File: src/hdl/mvsm_pkg.sv
// ----------------------------------------------------------------------------
// mvsm_pkg
// Shared types and constants of the multi-voice sample mixer: item kinds,
// fixed field widths and the command and status bundles between the
// controller and the datapath.
// ----------------------------------------------------------------------------
package mvsm_pkg;

  localparam logic [1:0] KIND_WRITE = 2'd0;
  localparam logic [1:0] KIND_START = 2'd1;
  localparam logic [1:0] KIND_STOP  = 2'd2;
  localparam logic [1:0] KIND_MIX   = 2'd3;

  localparam int RATE_W = 18;
  localparam logic [RATE_W-1:0] RATE_RESET = 18'd48000;

  localparam int DIV_W  = 42;
  localparam int DCNT_W = 6;
  localparam int PROD_W = 51;

  typedef struct packed {
    logic load_in;
    logic idx_inc;
    logic vchk;
    logic smp0;
    logic smp1;
    logic mul_l;
    logic mul_r;
    logic gain_l;
    logic gain_r;
    logic wb;
    logic prod;
    logic div_init;
    logic div_step;
    logic start_wr;
    logic stop_do;
    logic wr_smp;
    logic res_load;
  } mvsm_cmd_t;

  typedef struct packed {
    logic [1:0] kind;
    logic       idx_free;
    logic       idx_last;
    logic       div_last;
    logic       out_busy;
  } mvsm_sts_t;

endpackage

File: src/hdl/mvsm_ctrl.sv
// ----------------------------------------------------------------------------
// mvsm_ctrl
// Sequencer of the mixer. It decodes each item and steps the datapath
// through sample writes, voice allocation, voice stops and the mix walk.
// ----------------------------------------------------------------------------
module mvsm_ctrl (
  input  logic               clk,
  input  logic               rst_n,
  input  logic               in_valid,
  output logic               in_stall,
  input  mvsm_pkg::mvsm_sts_t sts,
  output mvsm_pkg::mvsm_cmd_t cmd
);

  localparam logic [4:0] S_IDLE = 5'd0;
  localparam logic [4:0] S_DISP = 5'd1;
  localparam logic [4:0] S_FIND = 5'd2;
  localparam logic [4:0] S_MUL  = 5'd3;
  localparam logic [4:0] S_DIVI = 5'd4;
  localparam logic [4:0] S_DIV  = 5'd5;
  localparam logic [4:0] S_SWR  = 5'd6;
  localparam logic [4:0] S_VRD  = 5'd7;
  localparam logic [4:0] S_VCHK = 5'd8;
  localparam logic [4:0] S_SA   = 5'd9;
  localparam logic [4:0] S_SB   = 5'd10;
  localparam logic [4:0] S_SC   = 5'd11;
  localparam logic [4:0] S_ML   = 5'd12;
  localparam logic [4:0] S_MR   = 5'd13;
  localparam logic [4:0] S_GL   = 5'd14;
  localparam logic [4:0] S_GR   = 5'd15;
  localparam logic [4:0] S_WB   = 5'd16;
  localparam logic [4:0] S_DONE = 5'd17;

  logic [4:0] state_r;
  logic [4:0] state_nxt;

  assign in_stall = (state_r != S_IDLE);

  always_comb begin
    state_nxt = state_r;
    cmd       = '0;
    unique case (state_r)
      S_IDLE: begin
        if (in_valid) begin
          cmd.load_in = 1'b1;
          state_nxt   = S_DISP;
        end
      end
      S_DISP: begin
        unique case (sts.kind)
          mvsm_pkg::KIND_WRITE: begin
            cmd.wr_smp = 1'b1;
            state_nxt  = S_DONE;
          end
          mvsm_pkg::KIND_START: state_nxt = S_FIND;
          mvsm_pkg::KIND_STOP: begin
            cmd.stop_do = 1'b1;
            state_nxt   = S_DONE;
          end
          default: state_nxt = S_VRD;
        endcase
      end
      S_FIND: begin
        if (sts.idx_free) begin
          state_nxt = S_MUL;
        end else if (sts.idx_last) begin
          state_nxt = S_DONE;
        end else begin
          cmd.idx_inc = 1'b1;
        end
      end
      S_MUL: begin
        cmd.prod  = 1'b1;
        state_nxt = S_DIVI;
      end
      S_DIVI: begin
        cmd.div_init = 1'b1;
        state_nxt    = S_DIV;
      end
      S_DIV: begin
        cmd.div_step = 1'b1;
        if (sts.div_last) begin
          state_nxt = S_SWR;
        end
      end
      S_SWR: begin
        cmd.start_wr = 1'b1;
        state_nxt    = S_DONE;
      end
      S_VRD: state_nxt = S_VCHK;
      S_VCHK: begin
        if (!sts.idx_free) begin
          cmd.vchk  = 1'b1;
          state_nxt = S_SA;
        end else if (sts.idx_last) begin
          state_nxt = S_DONE;
        end else begin
          cmd.idx_inc = 1'b1;
          state_nxt   = S_VRD;
        end
      end
      S_SA: state_nxt = S_SB;
      S_SB: begin
        cmd.smp0  = 1'b1;
        cmd.smp1  = 1'b1;
        state_nxt = S_SC;
      end
      S_SC: begin
        cmd.smp1  = 1'b1;
        state_nxt = S_ML;
      end
      S_ML: begin
        cmd.mul_l = 1'b1;
        state_nxt = S_MR;
      end
      S_MR: begin
        cmd.mul_r = 1'b1;
        state_nxt = S_GL;
      end
      S_GL: begin
        cmd.gain_l = 1'b1;
        state_nxt  = S_GR;
      end
      S_GR: begin
        cmd.gain_r = 1'b1;
        state_nxt  = S_WB;
      end
      S_WB: begin
        cmd.wb = 1'b1;
        if (sts.idx_last) begin
          state_nxt = S_DONE;
        end else begin
          cmd.idx_inc = 1'b1;
          state_nxt   = S_VRD;
        end
      end
      S_DONE: begin
        if (!sts.out_busy) begin
          cmd.res_load = 1'b1;
          state_nxt    = S_IDLE;
        end
      end
      default: state_nxt = S_IDLE;
    endcase
  end

  always_ff @(posedge clk) begin
    if (!rst_n) begin
      state_r <= S_IDLE;
    end else begin
      state_r <= state_nxt;
    end
  end

endmodule

File: config.mk
export PLATFORM = sky130hd
export DESIGN_NAME = mvsm_ctrl
export DESIGN_NICKNAME = d
export VERILOG_FILES = /design/src/hdl/mvsm_pkg.sv /design/src/hdl/mvsm_ctrl.sv
export SDC_FILE = /design/constraint.sdc
export NUM_CORES = 1
export LEC_CHECK = 0
export BUFFER_PORTS_ARGS = -buffer_cell sky130_fd_sc_hd__buf_2
export CAP_MARGIN = 40
export CORE_AREA = 4 4 41 43
export DETAILED_ROUTE_END_ITERATION = 7
export DIE_AREA = 0 0 45 47
export HOLD_SLACK_MARGIN = 0.08
export MAX_ROUTING_LAYER = met4
export PLACE_DENSITY_LB_ADDON = 0.3
export SYNTH_ARGS = -nofsm -noshare
export SYNTH_HDL_FRONTEND = slang
export SYNTH_SLANG_ARGS = --single-unit
export TNS_END_PERCENT = 30
File: constraint.sdc
create_clock -name clk -period 4.7 [get_ports clk]
set_input_delay 0.705 -clock clk [delete_from_list [all_inputs] [get_ports clk]]
set_output_delay 0.705 -clock clk [all_outputs]
set_load 0.005 [all_outputs]
Yosys cells after proc, flatten, opt, wreduce, memory -nomap -nowiden
Cells that the tools add are included.
{"block": "totals", "in_bits": 9, "out_inout_bits": 18, "ff_bits": 5, "elab_cells": 63}
{"block": "classes", "n_mux": 33, "n_eq_ne": 23, "reduce_logical": 6}
{"operator": "one-hot mux 5 bit (18 select lines)", "n": 1}
{"operator": "equality test 5 x 4 -> 1 bit (second input constant)", "n": 8}
{"operator": "2-to-1 mux 5 bit", "n": 7}
{"operator": "2-to-1 mux 1 bit", "n": 22}
{"operator": "equality test 5 x 3 -> 1 bit (second input constant)", "n": 4}
{"operator": "equality test 5 x 2 -> 1 bit (second input constant)", "n": 2}
{"operator": "equality test 5 bit (second input constant)", "n": 2}
{"operator": "one-hot mux 5 bit (2 select lines)", "n": 1}
{"operator": "!= test 2 bit (second input constant)", "n": 3}
{"operator": "equality test 5 x 1 -> 1 bit (second input constant)", "n": 1}
{"operator": "logical NOT 5 bit", "n": 1}
{"operator": "nonzero test 5 bit", "n": 1}
{"operator": "AND reduction 4 bit", "n": 1}
{"operator": "OR reduction 2 bit", "n": 2}
{"operator": "!= test 3 bit (second input constant)", "n": 1}
{"operator": "one-hot mux 1 bit (3 select lines)", "n": 1}
{"operator": "equality test 2 x 1 -> 1 bit (second input constant)", "n": 1}
{"operator": "equality test 2 bit (second input constant)", "n": 1}
{"operator": "logical NOT 2 bit", "n": 1}
{"operator": "2-to-1 mux 2 bit", "n": 1}

Depth between registers and ports, before layout
Gate-level depths: netlist of run 1.
{"block": "logic_depth", "depth_word": 4, "depth_mapped": 5, "mapped_depth_nobuf": 4}

Least setup slack after synthesis of run 1
Ideal clock, no wire load.
{"block": "synth_path", "path_kind": "flip-flop to output port", "start": "register state_r[3]", "end": "output cmd[16] in the netlist's numbering", "stages_incl_launch_ff": 5, "required_ps": 3995, "setup_slack_ps": 2691, "path_buffers": 1, "t_arrival_ps": 1304, "path_cell_list": "dfxtp_1 buf_2 or2_1 or4_1 nor2_1"}
{"element": "start, declared", "line": "mvsm_ctrl.sv:34", "rtl": "logic [4:0] state_r;"}
{"element": "start signal, assigned", "line": "mvsm_ctrl.sv:151", "rtl": "state_r <= state_nxt;"}
{"element": "end, declared", "line": "mvsm_ctrl.sv:12", "rtl": "output mvsm_pkg::mvsm_cmd_t cmd"}

==> results.yml, run 1 <==
critical_path:
  crit_type: "reg2out"
  critPathTopFamily: "simple AND/OR/NAND/NOR gates"
  critical_path_required_ps: 3990
  arrival_ps: 1690
  max_stage_delay_ps: 590
  slowest_stage: "dfxtp_1"
  regToRegSetupSlack_ps: 2800
  critical_path.max_fanout: 14
  crit_path_end_kind: "output pin"
  path_buf_inv: 1
  path_cells: "nand2b_1 > nor4_1 > and2_1 > buf_2"
  worst_setup_path_start_kind: "register"
cts:
  path_clk_slew_ps: 40
  h-tree-depth: 1
  clock_latency_ps: 240
  cts_resized: 0
  cts_buffers: 3
  clkSinkCount: 5
  cts_tree: "yes"
  clockBufferDepth: 2
  post_cts_buffers: 0
  cts-root-buf: "clkbuf_4"
  postCtsHoldBufs: 0
sta:
  max_freq_ghz: 0.417
  worst_slack_ps: 2300
  fin_crit_sh: 0.510
  tightest_slew_ps: 506
  grt_setup_unrepaired: "no"
  slew_violations: 0
  slew_headroom: 0.662
  finalHoldViolCount: 0
  setup_viol: 0
  finalCriticalPeriod_ps: 2400
  setup_tns_ps: 0
  skew_ps: 0.629
placement:
  post-dp-hpwl_mm: 1.24
  io_buffers: 26
  dpl_worst_slack_ps: 2430
  place_inst: 124
  routabilityCongestion: 0.933
floorplanning:
  start_util: 0.467
  dieWidth_um: 45
  fp-row-count: 13
  core_mm2: 0.00130
  die_h_um: 47
  io_pins: 27
  die_area_mm2: 0.00212
power_and_ir_drop:
  power.density_mw_per_mm2: 462
  pwr-share-clk: 0.137
  p_switching_uw: 163
  power_uw: 351
  p_int_uw: 188
  ir_worst_vdd_v: 0.000310
  p_seq_frac: 0.293
  switching_share: 0.465
  power_frac_comb: 0.570
  leakage_nw: 0.366
synthesis:
  yosysMostFrequentCell: "nor2_1"
  synth.distinct_cells: 36
  yosysSeqAreaShare: 0.165
  synth_commonest_cells: "nor2_1 (14), nand2_1 (8), dfxtp_1 (5), inv_1 (5), nor4_1 (5)"
  synth_warnings: 0
  syn_nets: 97
  synth_edf_count: 0
  synth_area_leaders: "dfxtp_1 (16%), nor2_1 (8.6%), nor4_1 (5.1%)"
  synth.largest_area_cell: "dfxtp_1"
  syn_inst: 88
  synth_flop_cell: "dfxtp_1"
  async_flop_share: 0
  synth_top_area_frac: 0.165
  syn_area_um2: 608
  synth-seq-cells: 5
  avgSynthCellArea_um2: 6.91
detailed_routing:
  drcViolationCount: 0
  drt_first_iter_violations: 11
  dr_total_vias: 714
  drt_wl_total_mm: 1.69
  vias_per_cell: 5.58
  final_antenna_net_count: 0
  wl_per_cell_um: 13.2
  dr.pass1.iters: 4
global_routing:
  grt_use_met3: 0.0115
  grt_max_degree: 17
  grt_pass1_wl_mm: 2.64
  antenna_found_initial: 0
  busiest_layer: "met2"
  gr-usage-all-layers: 0.178
  overflow: 0
  grt_use_met2: 0.254
  grt_pass1_vias: 585
  grtUsageMet1: 0.230
cells_and_area:
  drive_above_1_share: 0.319
  stdcell_count: 128
  syn2layout_area_growth_pct: 24.9
  fillers: 147
  final_nets: 123
  regMostFlops: "state_r"
  largest_register_ffs: 5
  utilization: 0.584
  reg.largest.list: "state_r: 5 flops"
  diodes: 0
run_status:
  outcome: "completed"
flow_run:
  maxCapViolCount: 0
hold_path:
  min_path_type: "reg2reg"
routing by layer:
layer | vias to the layer above | wire length (um)
met5 | - | 0
met4 | 0 | 14
met3 | 2 | 120
met2 | 29 | 803
met1 | 319 | 749
li1 | 364 | -
final cells by class:
type	instances	area, um^2	area share
clock buffer	4	26.3	0.0346
multi-input combinational	73	465	0.613
sequential	5	100	0.132
tap	15	18.8	0.0247
timing repair buffer	26	130	0.171
inverter	5	18.8	0.0247
worst paths after layout:
kind | start | end | cells after the start
max | state_r[0] | cmd[2] | 4
min | state_r[3] | state_r[3] | 2
max reg2reg | state_r[0] | state_r[4] | 4
min reg2reg | state_r[3] | state_r[3] | 2
through the flow:
step | hold slack, ps | cell area (um^2)
after floorplan | 603 | 608
after global placement | 712 | 733
after detailed placement | 711 | 733
after CTS | 725 | 759
after global routing | 805 | 759
final | 712 | 759
worst min-delay path: stages (launching register included):
cell and delay [ps]:
dfxtp_1 430, a21oi_1 180, nor4_1 60
placed cells by master, fill, tap and decap left out, types with 3 or more instances in the layout:
master    count
buf_2        26
nor2_1       14
nand2_1       8
nor4_1        5
inv_1         5
dfxtp_1       5
a21oi_1       4
nor2b_1       3
o211ai_1      3
clkbuf_4      3
logic make-up (layout without fill, tap and decap cells):
kind of cell | after synthesis | after routing | synth area share
xor+xnor | 1 | 1 | 0.0144
buf+inv | 10 | 35 | 0.0700
compound gates | 17 | 17 | 0.210
simple gates | 51 | 51 | 0.471
flops | 5 | 5 | 0.165
mux | 4 | 4 | 0.0700
power groups by stage:
stage                     Clock (mW)  Combinational [mW]  Sequential, mW
after floorplan                    0               0.180          0.0683
after global placement             0               0.197           0.102
after detailed placement           0               0.199           0.102
after CTS                     0.0509               0.201           0.101
after global routing          0.0544               0.220           0.108
final                         0.0481               0.200           0.103
Power figures use the tool's default switching activity.
==> inputs of run 2 (changes only) <==
--- a/config.mk
+++ b/config.mk
@@ -7,9 +7,9 @@
 export LEC_CHECK = 0
 export BUFFER_PORTS_ARGS = -buffer_cell sky130_fd_sc_hd__buf_2
 export CAP_MARGIN = 40
-export CORE_AREA = 4 4 41 43
+export CORE_MARGIN = 4
+export CORE_UTILIZATION = 41
 export DETAILED_ROUTE_END_ITERATION = 7
-export DIE_AREA = 0 0 45 47
 export HOLD_SLACK_MARGIN = 0.08
 export MAX_ROUTING_LAYER = met4
 export PLACE_DENSITY_LB_ADDON = 0.3
==> constraint.sdc (replaced) <==
create_clock -name clk -period 2.1 [get_ports clk]
set_input_delay 0.315 -clock clk [delete_from_list [all_inputs] [get_ports clk]]
set_output_delay 0.315 -clock clk [all_outputs]
set_load 0.005 [all_outputs]
==> results.yml, run 2 (synthesis gave the netlist of run 1 again) <==
run_status:
  outcome: "completed"
sta:
  slew_violations: 0
  fin_crit_sh: 0.943
  finalHoldViolCount: 0
  skew_ps: 6.35
  setup_viol: 0
  timing.hold.ws_ps: 400
  tightest_slew_ps: 419
  max_freq_ghz: 0.505
  finalCriticalPeriod_ps: 1980
  slew_headroom: 0.718
power_and_ir_drop:
  power.density_mw_per_mm2: 1050
  ir_worst_vdd_v: 0.000588
  leakage_nw: 0.383
  power_uw: 829
detailed_routing:
  dr_total_vias: 710
  wl_per_cell_um: 13.4
  drt_first_iter_violations: 17
  drcViolationCount: 0
  dr.pass1.iters: 4
  final_antenna_net_count: 0
  vias_per_cell: 5.42
  drt_wl_total_mm: 1.76
placement:
  post-dp-hpwl_mm: 1.41
  routabilityCongestion: 0.840
  io_buffers: 26
hold_path:
  hold_depth: 3
  worstHoldStart: "rst_n"
  hold_end: "state_r[2]"
  min_path_type: "in2reg"
global_routing:
  overflow: 0
  grt_pass1_vias: 621
  gr-usage-all-layers: 0.183
  grt_pass1_wl_mm: 2.73
  grt_max_degree: 15
  antenna_found_initial: 0
floorplanning:
  fp-row-count: 13
  die_area_mm2: 0.00216
  start_util: 0.450
  core_mm2: 0.00135
  io_pins: 27
  die_h_um: 46.5
  dieWidth_um: 46.5
critical_path:
  slowest_stage: "or4_1"
  critical_path.max_fanout: 14
  reg2regPathDepth: 4
  crit_path_end_kind: "output pin"
  max_stage_delay_ps: 440
  r2r_start: "state_r[0]"
  arrival_ps: 1660
  r2r_end: "state_r[4]"
  path_cells: "or2_1 > or4_1 > nor2_1 > buf_2"
  path_buf_inv: 1
  critPathTopFamily: "simple AND/OR/NAND/NOR gates"
  worst_setup_path_start_kind: "register"
  crit_type: "reg2out"
  critical_path_required_ps: 1780
  regToRegSetupSlack_ps: 250
cts:
  clockBufferDepth: 2
  clock_latency_ps: 240
  cts_buffers: 3
  cts_tree: "yes"
  postCtsHoldBufs: 0
  clkSinkCount: 5
  cts-root-buf: "clkbuf_4"
  path_clk_slew_ps: 50
  h-tree-depth: 1
cells_and_area:
  largest_register_ffs: 5
  drive_above_1_share: 0.345
  final_nets: 126
  reg.largest.list: "state_r: 5 flops"
  multiInputGateArea_um2: 472
  layout.cells.most_common: "buf_2"
  layout_common_cells: "buf_2 (26), nor2_1 (14), nand2_1 (8)"
  regMostFlops: "state_r"
  diodes: 0
  fillers: 139
  syn2layout_area_growth_pct: 29.6
  seqCellArea_um2: 100
flow_run:
  maxCapViolCount: 0
## run 2: cell count changes in the layout (fill, tap and decap cells not counted), sizes merged
cell  delta
buf      +3
## run 2: worst reg2reg max path: cells and delay by family (launching register included)
family / cells / cell delay [ps]
simple gates: 2 / 790
compound gates: 2 / 400
flops: 1 / 570
## run 2: how the worst max path moves through the flow
| stage | startpoint | to | slack [ps] | depth (start not counted) |
|---|---|---|---|---|
| after global placement | state_r[0] | state_r[4] | 340 | 4 |
| after detailed placement | state_r[0] | state_r[4] | 300 | 4 |
| final | state_r[0] | cmd[16] | 120 | 4 |
| after CTS | state_r[0] | cmd[1] | 70 | 4 |
| after global routing | state_r[0] | cmd[1] | -1 | 4 |
| after floorplan | state_r[3] | cmd[16] | 480 | 4 |
## run 2: area by class of cell
| type | count | share of cell area |
|---|---|---|
| Multi-Input combinational cell | 73 | 0.598 |
| Timing Repair Buffer | 29 | 0.194 |
| Sequential cell | 5 | 0.127 |
| Clock buffer | 4 | 0.0333 |
| Inverter | 5 | 0.0238 |
| Tap cell | 15 | 0.0238 |
## run 2: per-stage QoR
stage / instances / cell area (um^2) / worst slack [ps] / utilization / setup TNS [ps]
6_report: 131 / 788 / 121 / 0.584 / 0
5_1_grt: 131 / 788 / -1.42 / 0.584 / -1.42
2_1_floorplan: 88 / 608 / 481 / - / 0
3_3_place_gp: 127 / 756 / 345 / 0.560 / 0
4_1_cts: 131 / 782 / 66.7 / 0.579 / 0
3_5_place_dp: 127 / 756 / 300 / 0.560 / 0
## run 2: timing repair
action,CTS,global route
setup buffers,0,0
resized for setup,0,1
endpoints found under the setup margin,0,2
## run 2: report_power, final
group          internal, mW  switching (mW)
Combinational         0.249           0.276
Sequential            0.124          0.0684
Clock                0.0719          0.0395
Total                 0.445           0.384
## run 2: routing by layer
layer,track usage,up-vias,wire [um]
li1,-,371,-
met1,0.224,309,831
met2,0.291,26,796
met3,0.0273,4,107
met4,0.0852,0,25
met5,-,-,0
